--- src/hw/rtl/cfa_pkg.sv ---
`timescale 1ns / 1ps

package cfa_pkg;

  localparam int MAX_FRAMES_DEF = 1024;
  localparam int FRAME_W        = 20;
  localparam int COUNT_W        = 11;

  // Frame states as held in the table.
  localparam logic [1:0] ST_FREE  = 2'b00;
  localparam logic [1:0] ST_HEAD  = 2'b01;
  localparam logic [1:0] ST_ALLOC = 2'b11;

  // Request kinds.
  localparam logic [1:0] KIND_CLEAR   = 2'd0;
  localparam logic [1:0] KIND_ALLOC   = 2'd1;
  localparam logic [1:0] KIND_MARK    = 2'd2;
  localparam logic [1:0] KIND_RELEASE = 2'd3;

  // Status codes.
  localparam logic [1:0] STS_OK      = 2'd0;
  localparam logic [1:0] STS_NOSPACE = 2'd1;
  localparam logic [1:0] STS_RANGE   = 2'd2;
  localparam logic [1:0] STS_NOTHEAD = 2'd3;

  // Configuration register indexes.
  localparam logic [1:0] CFG_BASE    = 2'd0;
  localparam logic [1:0] CFG_POOL    = 2'd1;
  localparam logic [1:0] CFG_RESERVE = 2'd2;

  localparam logic [COUNT_W-1:0] COUNT_MAX = '1;

  typedef struct packed {
    logic [1:0]         kind;
    logic [FRAME_W-1:0] frame_no;
    logic [COUNT_W-1:0] count;
  } req_t;

  typedef struct packed {
    logic [1:0]         status;
    logic [FRAME_W-1:0] result_frame;
    logic [COUNT_W-1:0] free_frames;
  } rsp_t;

  typedef struct packed {
    logic       load;
    logic       sweep;
    logic       sweep_req;
    logic       scan;
    logic       rmw_rd;
    logic       rmw_wr;
    logic       set_status;
    logic [1:0] status_code;
  } cmd_t;

  typedef struct packed {
    logic [1:0] kind;
    logic       cnt_zero;
    logic       mark_bad;
    logic       rel_bad;
    logic       sweep_last;
    logic       found;
    logic       scan_end;
    logic       rmw_more;
    logic       not_head;
  } sts_t;

endpackage

--- src/hw/rtl/contiguous_frame_allocator.sv ---
`timescale 1ns / 1ps

// First-fit allocator of contiguous frame runs over a table of 2-bit frame
// states, held four frames to a word in one memory of MAX_FRAMES/4 words.
// One request is handled at a time and gives one response. After reset the
// table is cleared word by word before the first request is taken;
// configuration writes are taken throughout. A clear sweeps every word of
// the table. An allocate searches one word per cycle until it finds a run or
// gives up, and then reads and writes back each table word of the run to mark
// it. A mark request reads and writes back each word touched, and a release
// each word until the end of the sequence. A request refused on its count or
// range goes straight to its response.

module contiguous_frame_allocator import cfa_pkg::*; #(
  parameter int MAX_FRAMES = MAX_FRAMES_DEF
) (
  input  logic               clk,
  input  logic               rst,
  input  logic               cfg_we,
  input  logic [1:0]         cfg_index,
  input  logic [FRAME_W-1:0] cfg_data,
  input  logic               req_valid,
  output logic               req_ready,
  input  req_t               req,
  output logic               rsp_valid,
  input  logic               rsp_ready,
  output rsp_t               rsp
);

  cmd_t cmd;
  sts_t sts;

  cfa_ctrl u_ctrl (
    .clk       (clk),
    .rst       (rst),
    .req_valid (req_valid),
    .req_ready (req_ready),
    .rsp_valid (rsp_valid),
    .rsp_ready (rsp_ready),
    .sts       (sts),
    .cmd       (cmd)
  );

  cfa_dp #(
    .MAX_FRAMES (MAX_FRAMES)
  ) u_dp (
    .clk       (clk),
    .rst       (rst),
    .cfg_we    (cfg_we),
    .cfg_index (cfg_index),
    .cfg_data  (cfg_data),
    .req       (req),
    .cmd       (cmd),
    .sts       (sts),
    .rsp       (rsp)
  );

endmodule

--- src/hw/rtl/cfa_dp.sv ---
`timescale 1ns / 1ps

module cfa_dp import cfa_pkg::*; #(
  parameter int MAX_FRAMES = MAX_FRAMES_DEF
) (
  input  logic               clk,
  input  logic               rst,
  input  logic               cfg_we,
  input  logic [1:0]         cfg_index,
  input  logic [FRAME_W-1:0] cfg_data,
  input  req_t               req,
  input  cmd_t               cmd,
  output sts_t               sts,
  output rsp_t               rsp
);

  localparam int DEPTH = MAX_FRAMES / 4;
  localparam int AW    = $clog2(DEPTH);
  localparam int IW    = $clog2(MAX_FRAMES + 1);
  localparam int XW    = IW + 1;

  // Configuration.
  logic [FRAME_W-1:0] base;
  logic [COUNT_W-1:0] pool;
  logic               reserve;

  // Request and working registers.
  logic [1:0]         kind_r;
  logic [FRAME_W-1:0] fno_r;
  logic [COUNT_W-1:0] cnt_r;
  logic [1:0]         status_r;
  logic [FRAME_W-1:0] result_r;
  logic [COUNT_W-1:0] fc;
  logic [AW:0]        sw;
  logic [AW:0]        wp;
  logic [COUNT_W-1:0] run;
  logic [IW-1:0]      start;
  logic [IW-1:0]      stop_idx;
  logic               act;
  logic               first;
  logic               rd_pend;
  logic [XW-1:0]      pend_base;

  // State table, four frames to a word.
  logic [7:0]    mem [DEPTH];
  logic [7:0]    rdata;
  logic [7:0]    wdata;
  logic          we;
  logic          re;
  logic [AW-1:0] waddr;
  logic [AW-1:0] raddr;

  logic [IW-1:0]      n;
  logic [XW-1:0]      n_x;
  logic [XW-1:0]      start_x;
  logic [XW-1:0]      stop_x;
  logic [FRAME_W-1:0] req_off;
  logic [21:0]        hi_req;
  logic [21:0]        hi_pool;
  logic               issue;
  logic               rel;
  logic               res_head;

  logic [COUNT_W-1:0] run_c;
  logic [IW-1:0]      start_c;
  logic               found_c;
  logic [XW-1:0]      hit_c;

  logic [COUNT_W-1:0] fc_c;
  logic               act_c;
  logic [7:0]         word_c;
  logic               not_head_c;
  logic               more_c;

  always_comb begin
    if (32'(pool) > MAX_FRAMES) begin
      n = IW'(MAX_FRAMES);
    end else begin
      n = IW'(pool);
    end
  end

  assign n_x      = XW'(n);
  assign start_x  = XW'(start);
  assign stop_x   = XW'(stop_idx);
  assign req_off  = req.frame_no - base;
  assign hi_req   = {2'b00, fno_r} + {11'd0, cnt_r};
  assign hi_pool  = {2'b00, base} + 22'(n);
  assign issue    = cmd.scan && (XW'({sw, 2'b00}) < n_x);
  assign rel      = (kind_r == KIND_RELEASE);
  assign res_head = reserve && (n != '0);

  // First-fit search over the word that arrived from the previous read.
  always_comb begin
    logic [XW-1:0] fidx;
    logic [1:0]    st;
    run_c   = run;
    start_c = start;
    found_c = 1'b0;
    hit_c   = {XW{1'b0}};
    for (int j = 0; j < 4; j++) begin
      fidx = pend_base + XW'(j);
      st   = rdata[2*j +: 2];
      if (cmd.scan && rd_pend && !found_c && (fidx < n_x)) begin
        if (st == ST_FREE) begin
          if (run_c == '0) begin
            start_c = IW'(fidx);
          end
          run_c = run_c + COUNT_W'(1);
          if (run_c == cnt_r) begin
            found_c = 1'b1;
            hit_c   = fidx;
          end
        end else begin
          run_c = '0;
        end
      end
    end
  end

  // Read-modify-write of one word for marking or releasing a run.
  always_comb begin
    logic [XW-1:0] wb;
    logic [XW-1:0] fidx;
    logic [1:0]    old;
    logic [1:0]    head_st;
    wb         = XW'({wp, 2'b00});
    fc_c       = fc;
    act_c      = act;
    word_c     = rdata;
    head_st    = rdata[2*start[1:0] +: 2];
    not_head_c = rel && first && (head_st != ST_HEAD);
    for (int j = 0; j < 4; j++) begin
      fidx = wb + XW'(j);
      old  = rdata[2*j +: 2];
      if (!rel) begin
        if ((fidx >= start_x) && (fidx < stop_x)) begin
          if ((old == ST_FREE) && (fc_c != '0)) begin
            fc_c = fc_c - COUNT_W'(1);
          end
          word_c[2*j +: 2] = (fidx == start_x) ? ST_HEAD : ST_ALLOC;
        end
      end else if (fidx >= start_x) begin
        // The head itself always goes; followers only while the run lasts.
        if ((fidx == start_x) || (act_c && (fidx < n_x) && (old == ST_ALLOC))) begin
          if ((old != ST_FREE) && (fc_c != COUNT_MAX)) begin
            fc_c = fc_c + COUNT_W'(1);
          end
          word_c[2*j +: 2] = ST_FREE;
        end else begin
          act_c = 1'b0;
        end
      end
    end
    if (rel) begin
      more_c = act_c && ((wb + XW'(4)) < n_x);
    end else begin
      more_c = (wb + XW'(4)) < stop_x;
    end
  end

  // Memory ports.
  always_comb begin
    we    = cmd.sweep || (cmd.rmw_wr && !not_head_c);
    re    = issue || cmd.rmw_rd;
    waddr = cmd.sweep ? sw[AW-1:0] : wp[AW-1:0];
    raddr = cmd.scan ? sw[AW-1:0] : wp[AW-1:0];
    if (cmd.sweep) begin
      if (cmd.sweep_req && (sw == '0) && res_head) begin
        wdata = {6'd0, ST_HEAD};
      end else begin
        wdata = 8'd0;
      end
    end else begin
      wdata = word_c;
    end
  end

  always_ff @(posedge clk) begin
    if (we) begin
      mem[waddr] <= wdata;
    end
    if (re) begin
      rdata <= mem[raddr];
    end
  end

  always_ff @(posedge clk) begin
    if (rst) begin
      base     <= '0;
      pool     <= COUNT_W'(1024);
      reserve  <= 1'b0;
      fc       <= '0;
      sw       <= '0;
      rd_pend  <= 1'b0;
      status_r <= STS_OK;
    end else begin
      if (cfg_we) begin
        case (cfg_index)
          CFG_BASE:    base    <= cfg_data;
          CFG_POOL:    pool    <= cfg_data[COUNT_W-1:0];
          CFG_RESERVE: reserve <= cfg_data[0];
          default:     ;
        endcase
      end
      rd_pend <= issue;
      if (cmd.load) begin
        sw       <= '0;
        status_r <= STS_OK;
      end else if (cmd.sweep || issue) begin
        sw <= sw + (AW+1)'(1);
      end
      if (cmd.set_status) begin
        status_r <= cmd.status_code;
      end
      if (cmd.sweep && cmd.sweep_req && sts.sweep_last) begin
        fc <= res_head ? (COUNT_W'(n) - COUNT_W'(1)) : COUNT_W'(n);
      end else if (cmd.rmw_wr && !not_head_c) begin
        fc <= fc_c;
      end
    end
  end

  always_ff @(posedge clk) begin
    if (cmd.load) begin
      kind_r   <= req.kind;
      fno_r    <= req.frame_no;
      cnt_r    <= req.count;
      result_r <= '0;
      run      <= '0;
      start    <= IW'(req_off);
      stop_idx <= IW'({1'b0, req_off} + {10'd0, req.count});
      wp       <= (AW+1)'(req_off >> 2);
      act      <= 1'b1;
      first    <= 1'b1;
    end else if (cmd.scan) begin
      // The start of a run may lie in an earlier word, so it is kept.
      run   <= run_c;
      start <= start_c;
      if (found_c) begin
        stop_idx <= IW'(hit_c + XW'(1));
        wp       <= (AW+1)'(start_c >> 2);
        result_r <= base + FRAME_W'(start_c);
      end
    end else if (cmd.rmw_wr) begin
      act   <= act_c;
      first <= 1'b0;
      wp    <= wp + (AW+1)'(1);
    end
    if (issue) begin
      pend_base <= XW'({sw, 2'b00});
    end
  end

  always_comb begin
    sts.kind       = kind_r;
    sts.cnt_zero   = (cnt_r == '0);
    sts.mark_bad   = (fno_r < base) || (hi_req > hi_pool);
    sts.rel_bad    = (fno_r < base) || ({2'b00, fno_r} >= hi_pool);
    sts.sweep_last = (sw[AW-1:0] == AW'(DEPTH - 1));
    sts.found      = found_c;
    sts.scan_end   = cmd.scan && !issue && !rd_pend && !found_c;
    sts.rmw_more   = more_c;
    sts.not_head   = not_head_c;
  end

  assign rsp.status       = status_r;
  assign rsp.result_frame = result_r;
  assign rsp.free_frames  = fc;

endmodule

--- src/hw/rtl/cfa_ctrl.sv ---
`timescale 1ns / 1ps

module cfa_ctrl import cfa_pkg::*; (
  input  logic clk,
  input  logic rst,
  input  logic req_valid,
  output logic req_ready,
  output logic rsp_valid,
  input  logic rsp_ready,
  input  sts_t sts,
  output cmd_t cmd
);

  localparam logic [2:0] S_INIT   = 3'd0;
  localparam logic [2:0] S_IDLE   = 3'd1;
  localparam logic [2:0] S_DECODE = 3'd2;
  localparam logic [2:0] S_CLEAR  = 3'd3;
  localparam logic [2:0] S_SCAN   = 3'd4;
  localparam logic [2:0] S_RMW_RD = 3'd5;
  localparam logic [2:0] S_RMW_WR = 3'd6;
  localparam logic [2:0] S_DONE   = 3'd7;

  logic [2:0] state;
  logic [2:0] state_next;

  always_comb begin
    cmd        = '0;
    state_next = state;
    case (state)
      S_INIT: begin
        cmd.sweep = 1'b1;
        if (sts.sweep_last) begin
          state_next = S_IDLE;
        end
      end
      S_IDLE: begin
        if (req_valid) begin
          cmd.load   = 1'b1;
          state_next = S_DECODE;
        end
      end
      S_DECODE: begin
        case (sts.kind)
          KIND_CLEAR: begin
            state_next = S_CLEAR;
          end
          KIND_ALLOC: begin
            if (sts.cnt_zero) begin
              cmd.set_status  = 1'b1;
              cmd.status_code = STS_NOSPACE;
              state_next      = S_DONE;
            end else begin
              state_next = S_SCAN;
            end
          end
          KIND_MARK: begin
            if (sts.cnt_zero) begin
              cmd.set_status  = 1'b1;
              cmd.status_code = STS_NOSPACE;
              state_next      = S_DONE;
            end else if (sts.mark_bad) begin
              cmd.set_status  = 1'b1;
              cmd.status_code = STS_RANGE;
              state_next      = S_DONE;
            end else begin
              state_next = S_RMW_RD;
            end
          end
          default: begin
            if (sts.rel_bad) begin
              cmd.set_status  = 1'b1;
              cmd.status_code = STS_RANGE;
              state_next      = S_DONE;
            end else begin
              state_next = S_RMW_RD;
            end
          end
        endcase
      end
      S_CLEAR: begin
        cmd.sweep     = 1'b1;
        cmd.sweep_req = 1'b1;
        if (sts.sweep_last) begin
          state_next = S_DONE;
        end
      end
      S_SCAN: begin
        cmd.scan = 1'b1;
        if (sts.found) begin
          state_next = S_RMW_RD;
        end else if (sts.scan_end) begin
          cmd.set_status  = 1'b1;
          cmd.status_code = STS_NOSPACE;
          state_next      = S_DONE;
        end
      end
      S_RMW_RD: begin
        cmd.rmw_rd = 1'b1;
        state_next = S_RMW_WR;
      end
      S_RMW_WR: begin
        cmd.rmw_wr = 1'b1;
        if (sts.not_head) begin
          cmd.set_status  = 1'b1;
          cmd.status_code = STS_NOTHEAD;
          state_next      = S_DONE;
        end else if (sts.rmw_more) begin
          state_next = S_RMW_RD;
        end else begin
          state_next = S_DONE;
        end
      end
      S_DONE: begin
        if (rsp_ready) begin
          state_next = S_IDLE;
        end
      end
      default: begin
        state_next = S_IDLE;
      end
    endcase
  end

  always_ff @(posedge clk) begin
    if (rst) begin
      state <= S_INIT;
    end else begin
      state <= state_next;
    end
  end

  assign req_ready = (state == S_IDLE);
  assign rsp_valid = (state == S_DONE);

endmodule

--- config.mk ---
export PLATFORM = sky130hd
export DESIGN_NAME = contiguous_frame_allocator
export DESIGN_NICKNAME = d
export VERILOG_FILES = /design/src/hw/rtl/cfa_pkg.sv /design/src/hw/rtl/contiguous_frame_allocator.sv /design/src/hw/rtl/cfa_dp.sv /design/src/hw/rtl/cfa_ctrl.sv
export SDC_FILE = /design/constraint.sdc
export NUM_CORES = 2
export LEC_CHECK = 0
export CAP_MARGIN = 20
export CORE_AREA = 2 2 423 593
export CTS_BUF_LIST = sky130_fd_sc_hd__clkbuf_16
export CTS_CLUSTER_SIZE = 30
export DETAILED_ROUTE_END_ITERATION = 10
export DIE_AREA = 0 0 425 595
export DONT_BUFFER_PORTS = 1
export SLEW_MARGIN = 0
export SYNTH_ARGS = -nofsm -noshare
export SYNTH_HDL_FRONTEND = slang
export SYNTH_SLANG_ARGS = --single-unit
export TNS_END_PERCENT = 5
--- constraint.sdc ---
create_clock -name clk -period 18.3 [get_ports clk]
set_clock_uncertainty 0.15 [all_clocks]
set_input_delay 3.66 -clock clk [delete_from_list [all_inputs] [get_ports clk]]
set_output_delay 3.66 -clock clk [all_outputs]
set_load 0.01 [all_outputs]
## Yosys cells after proc, flatten, opt, wreduce, memory -nomap -nowiden

Memory sizes are Yosys's and may differ from the RTL's. A register that Yosys moved wholly into a read port is not among the register bits.
Cells that the tools add are included.

- Bits in registers: 164
- Bits in writable memories: 2048
- Bits of input ports: 60
- Output and inout bits: 35
- Memories kept: 1

Memory list:

| memory | words | width | read ports | clocked after memory_dff | write ports | RTL line | RTL |
|---|---|---|---|---|---|---|---|
| u_dp.mem | 256 | 8 | 1 | 1 | 1 | cfa_dp.sv:45 | `logic [7:0] mem [DEPTH];` |

- Add/sub/neg operators: 28
- $lt $le $gt $ge: 23
- Equality and inequality tests: 36
- Shift-type cells: 1
- Mux-type cells: 152
- Bitwise gates (word level): 1
- Reduce and logical (&&, ||, !) cells: 94

Operators by type and width:

| operator | count |
|---|---|
| $mux 11 | 65 |
| $lt 12x11->1 | 11 |
| $add 11x1->11 const B | 9 |
| $eq 11x11->1 | 5 |
| $logic_not 11->1 | 5 |
| $reduce_bool 11->1 | 5 |
| $sub 11x1->11 const B | 5 |
| $mux 2 | 27 |
| $add 11x2->12 const B | 4 |
| $lt 11x11->1 | 4 |
| $ne 11x11->1 const B | 4 |
| $add 20x11->21 | 2 |
| $mux 3 | 14 |
| $logic_and 1x1->1 | 41 |
| $eq 12x11->1 | 3 |
| $ge 12x11->1 | 3 |
| $mux 9 | 4 |
| $mux 1 | 35 |
| $pmux 3 s3 | 3 |
| $add 11x1->12 const B | 2 |
| $mux 8 | 3 |
| $pmux 3 s8 | 1 |
| $ge 20x22->1 | 1 |
| $gt 22x22->1 | 1 |
| other kinds (30) | 78 |

## Depth between registers and ports, before layout

- Depth in word-level cells: 32
- Mapped depth: 50
- Depth with buffers taken out: 43

## Hierarchy

From an unflattened synthesis, not the netlist that was laid out.

- Cell total of the unflattened synthesis: 6281
- Area, all modules: 98632.1 um^2

By module, submodules not included:

| module | instances | cells an instance | area each (um^2) | sequential area each (um^2) |
|---|---|---|---|---|
| cfa_dp | 1 | 6221 | 98199.2 | 65693.0 |
| cfa_ctrl | 1 | 60 | 432.9 | 60.1 |

## Worst setup path before layout

No wires, ideal clock.

- Path kind: reg2reg
- Start point: reg u_dp.pool[10]
- End point: mem u_dp.mem[0][0], data pin
- Setup time: 2959 ps
- Arrival time: 15385 ps
- Required time: 15191 ps
- Slack: -194 ps
- Stages on the path, launching flop included: 8
- Buffers on the path: 1
- Period minus slack after synthesis: 18494 ps
- Cell sequence: dfxtp_1 > buf_2 > clkinv_1 > nand2_1 > ha_1 > nand3_1 > o21ai_0 > o41ai_1

- Cells in the longest elaborated chain, start to end: 10

Ends and longest elaborated chain:

| element | RTL line | RTL |
|---|---|---|
| start: declaration | cfa_dp.sv:24 | `logic [COUNT_W-1:0] pool;` |
| start signal: assignment | cfa_dp.sv:201 | `CFG_POOL: pool <= cfg_data[COUNT_W-1:0];` |
| $gt 11x11->1 | cfa_dp.sv:76 | `if (32'(pool) > MAX_FRAMES) begin` |
| $mux 11 * | cfa_dp.sv:76 |  |
| $lt 11x11->1 | cfa_dp.sv:145 | `if ((fidx == start_x) \|\| (act_c && (fidx < n_x) && (old == ST_ALLOC))) begin` |
| $logic_and 1x1->1 (2 in a row) | cfa_dp.sv:145 |  |
| $logic_or 1x1->1 | cfa_dp.sv:145 |  |
| $mux 2 | cfa_dp.sv:145 |  |
| $mux 2 | cfa_dp.sv:143 | `end else if (fidx >= start_x) begin` |
| $mux 2 | cfa_dp.sv:136 | `if (!rel) begin` |
| $mux 8 * | cfa_dp.sv:168 | `if (cmd.sweep) begin` |
| named net u_dp.wdata[0] | cfa_dp.sv:47 | `logic [7:0] wdata;` |
| end: declaration | cfa_dp.sv:45 |  |

Mark *: on every way through the listed nets, which the timed path passes. The rest lies on a longest branch.

## Final worst setup path

- Start point: reg u_dp.pool[10]
- End point: reg u_dp.result_r[18]

- Cells in the longest elaborated chain, start to end: 20

Ends and longest elaborated chain:

| element | RTL line | RTL |
|---|---|---|
| $gt 11x11->1 | cfa_dp.sv:76 |  |
| $mux 11 * | cfa_dp.sv:76 |  |
| parallel branches: the longest is 18 deep, another holds $lt 11x11->1 | - |  |
| end signal: assignment | cfa_dp.sv:243 | `result_r <= base + FRAME_W'(start_c);` |
| end: declaration | cfa_dp.sv:32 | `logic [FRAME_W-1:0] result_r;` |

Every way passes the cells marked *.
A chain may end at the register's enable or synchronous reset.

==> impl_results.md <==
* Run status: finished clean
* Adder-cell share of the synthesized area at under 10%
* Crit path arrival time at 12690 ps
* Minimum period implied by the final worst setup slack at 12050 ps
* Post-synthesis to final-layout area growth at 10.98%
* Pins Over Slew Limit at 0
* Cell Area, Synth at 98540 um^2
* Final Hold Violating Endpoints at 0
* TritonCTS sink count at between 2000 and 2500
* Complex-gate fraction of the synthesized area at under 10%
* Startpoint class of the critical path: flip-flop
* Dominant combinational cell family by area after synthesis: multiplexers
* Deepest clock path buffer count at 4
* TritonCTS clock tree: done
* Die Footprint at 252900 um^2
* Least-Margin Pin Slew at 1246 ps
* Number of hold buffers added after CTS at 0
* Sequential area share after synthesis at around 67%
* Total overflow reported by the global router at 0
* Synth Area per Inst at around 16 um^2
* Number of flops mapped to enable cells by yosys at 2129
* Number of DRC violations after detailed-routing iteration 0 at roughly 5100
* Global-route wire length before repair at around 400000 um
* Multiplexer share of the synthesized area at between 10% and 20%
* Total placed instance area at around 100000 um^2
* Insertion delay to the later sink of the worst-skew pair at ~870 ps
* Critical path type: flip-flop to flip-flop
* Simple-Gate Fraction of Synth Area at between 7 and 8%
* Initial Utilization at around 40%
* Flip-flop and latch count after synthesis at 2220
* GRT Util Overall at between 20% and 30%
* Maximum number of pins on one net before global-route repair at 185
* Highest attainable clock frequency at a little over 80 MHz
* Headroom to the max-slew limit at between 15 and 20%
* Routed wire per std cell at roughly 28 um
* Crit end category: flip-flop
* Count of buffers from port buffering at 0
* Total CTS buffers at between 200 and 250
* HPWL after detailed placement at around 170000 um
* Power density over the cells at roughly 94 nW/um^2
* VDD IR-drop max at approximately 0.00007 V
* Final instance area at roughly 110000 um^2
* Setup TNS at 0 ps
* CTS Root Cell: sky130_fd_sc_hd__clkbuf_16
* Period Utilization, post-route at 65.84%
* Gate count of the mapped netlist at about 6300
* Total setup buffers inserted after CTS at 0
* Leading cell type in the layout, fill and taps excluded: sky130_fd_sc_hd__edfxtp_1
* Crit-path max FO at 11
* Standard-cell row count at approximately 220
* Final setup violation count at 0
* Synthesized-area fraction occupied by xor and xnor cells at between 1.5 and 2%
* Crit-path slowest cell: sky130_fd_sc_hd__nor3_1
* Unrepaired setup endpoints after global routing: no
* Share of flip-flops with an asynchronous set or reset at 0%
* Initial antenna violation count at 2
* Most used cells in the layout excluding fill and tap cells: 2129 x sky130_fd_sc_hd__edfxtp_1, 512 x sky130_fd_sc_hd__mux4_2, 480 x sky130_fd_sc_hd__nand2_1
* Post-cts gate resize count at 0
* Total via count in the routed design at 56690
* Post-Route WL at between 200000 and 300000 um
* Remaining DRCs at 0
* Number of global-route vias before repair at about 57000
* Count of synthesis-stage warnings from yosys at 0
* Predominant post-synthesis flop cell: sky130_fd_sc_hd__edfxtp_1
* Number of vias per cell at just under 6
* Worst-case register-to-register setup slack at around 6300 ps
* Reported max-cap violation count at 0
* Number of H-tree levels at 4
* Number of nets produced by synthesis at 6541
* Most repeated library cell on the critical path: sky130_fd_sc_hd__a21oi_1
* Fraction of final layout cells sized beyond drive strength 1 at approximately 16%
* Critical path data required time at between 15000 and 20000 ps
* Reg clk slew, reported paths at ~70 ps
* Max incr delay on CP at 690 ps
* Die H at slightly below 600 um
* Width of the chip at 425 um
* Count of boundary I/O pins at between 90 and 100
* Number of fillers in the final layout at about 22000
* Placer Congestion at 0.9516
* Reported leakage power at around 31 nW
* 1st-pass router iterations at 6
* Remaining number of nets flagged by the antenna check after routing at 0
* Hold crit path type: flip-flop to flip-flop
* Number of nets in the finished design at 6505
* Core area at 248200 um^2
* Unique cell type count in the Yosys netlist at 99
[logic make-up after synthesis]
kind of cell	Yosys count
AO/OA/AOI/OAI	1004
XOR/XNOR	190
adder cells (fa/ha/maj)	206
buffers and inverters	516
flip-flops	2220
multiplexers	593
AND/OR/NAND/NOR	1546
[sequential cells by signal, summed over array words and instances (netlist names)]
name and flops:
u_dp.sw 9, u_dp.fc 11, u_dp.start 11, u_dp.base 20, u_dp.kind_r 2, u_dp.act 1
u_dp.stop_idx 11, u_dp.first 1, u_dp.reserve 1, u_dp.run 11, u_dp.fno_r 20, u_dp.cnt_r 11
u_dp.mem 2048, u_ctrl.state 3, u_dp.wp 9, u_dp.rd_pend 1, u_dp.result_r 20, u_dp.status_r 2
u_dp.pend_base 9, u_dp.pool 11, u_dp.rdata 8
[critical path: cells and delay by family, from the launching register on]
family | cells | cell delay (ps)
mux | 2 | 460
flops | 1 | 620
xor+xnor | 1 | 110
buf+inv | 7 | 1420
compound gates | 15 | 4300
simple gates | 15 | 3860
fa+ha+maj | 3 | 1010
[report_power, final]
part	total (mW)	internal, mW	leakage, nW	switching [mW]
registers	5.53	5.51	16.2	0.0239
clock network	4.39	2.47	3.41	1.92
logic	0.318	0.109	11.2	0.209
total	10.2	8.09	30.9	2.15
[per-layer routing]
metal | GRT usage, % | part of all wire (%) | vias up
met5 | 0 | 0 | -
met4 | 8.865 | 4.6 | 0
met3 | 3.183 | 6.0 | 529
met2 | 37.18 | 51 | 2100
met1 | 25.86 | 38 | 29340
li1 | - | - | 24720
[stage by stage]
step,utilization (%),setup WS (ps),hold WS [ps],cells,power [mW]
2_1_floorplan,-,3473,284.8,6275,5.856
3_3_place_gp,41.25,5967,319.3,9302,5.953
3_5_place_dp,41.26,5876,330.6,9303,5.956
4_1_cts,44.00,5840,345.6,9680,10.31
5_1_grt,44.06,5634,364.8,9691,10.51
6_report,44.07,6252,339.6,9696,10.24
[worst paths after layout]
check        depth (start not counted)                              to                        from
min reg2reg                          2       u_dp.pool[6]$_SDFFE_PP0P_   u_dp.pool[6]$_SDFFE_PP0P_
max reg2reg                         43  u_dp.result_r[18]$_SDFFE_PP0P_  u_dp.pool[10]$_SDFFE_PP1P_
min                                  2       u_dp.pool[6]$_SDFFE_PP0P_   u_dp.pool[6]$_SDFFE_PP0P_
max                                 43  u_dp.result_r[18]$_SDFFE_PP0P_  u_dp.pool[10]$_SDFFE_PP1P_
[synthesized netlist by cell type, types with 17 or more instances]
cell	count	area [um^2]
sky130_fd_sc_hd__buf_1	87	326.6
sky130_fd_sc_hd__clkbuf_1	254	953.4
sky130_fd_sc_hd__a211oi_1	192	1441
sky130_fd_sc_hd__inv_1	153	574.3
sky130_fd_sc_hd__o21ai_0	104	520.5
sky130_fd_sc_hd__a21o_1	67	503.0
sky130_fd_sc_hd__o21bai_1	34	255.2
sky130_fd_sc_hd__and2_1	149	932.1
sky130_fd_sc_hd__nand4_1	45	281.5
sky130_fd_sc_hd__a311oi_1	68	595.6
sky130_fd_sc_hd__edfxtp_1	2129	63930
sky130_fd_sc_hd__o21a_1	21	157.7
sky130_fd_sc_hd__xor2_1	47	411.6
sky130_fd_sc_hd__a22oi_1	17	127.6
sky130_fd_sc_hd__o22ai_1	25	156.4
sky130_fd_sc_hd__nor3_1	66	330.3
sky130_fd_sc_hd__nor2b_1	37	231.5
sky130_fd_sc_hd__and4_1	21	183.9
sky130_fd_sc_hd__nand2_1	497	1866
sky130_fd_sc_hd__mux4_2	512	11530
sky130_fd_sc_hd__dfxtp_1	91	1822
sky130_fd_sc_hd__a21oi_1	228	1141
sky130_fd_sc_hd__ha_1	201	2515
sky130_fd_sc_hd__nand2b_1	32	200.2
sky130_fd_sc_hd__o211ai_1	23	172.7
sky130_fd_sc_hd__and3_1	31	193.9
sky130_fd_sc_hd__nor2_1	449	1685
sky130_fd_sc_hd__or3_1	28	175.2
sky130_fd_sc_hd__mux2i_1	74	740.7
sky130_fd_sc_hd__a31oi_1	91	569.3
sky130_fd_sc_hd__xnor2_1	143	1252
sky130_fd_sc_hd__nand3_1	82	410.4
sky130_fd_sc_hd__nor4_1	33	206.5
[area by class of cell]
cell class	instances	area (um^2)	share of cell area [%]
multi-input combinational	3539	31030	28.38
clock buffer	212	5305	4.851
sequential	2220	65750	60.13
inverter	155	583.1	0.5332
antenna	8	20.02	0.01831
tap	3285	4110	3.758
clock inverter	165	1493	1.365
timing repair buffer	112	1064	0.9725
Power figures use the tool's default switching activity.
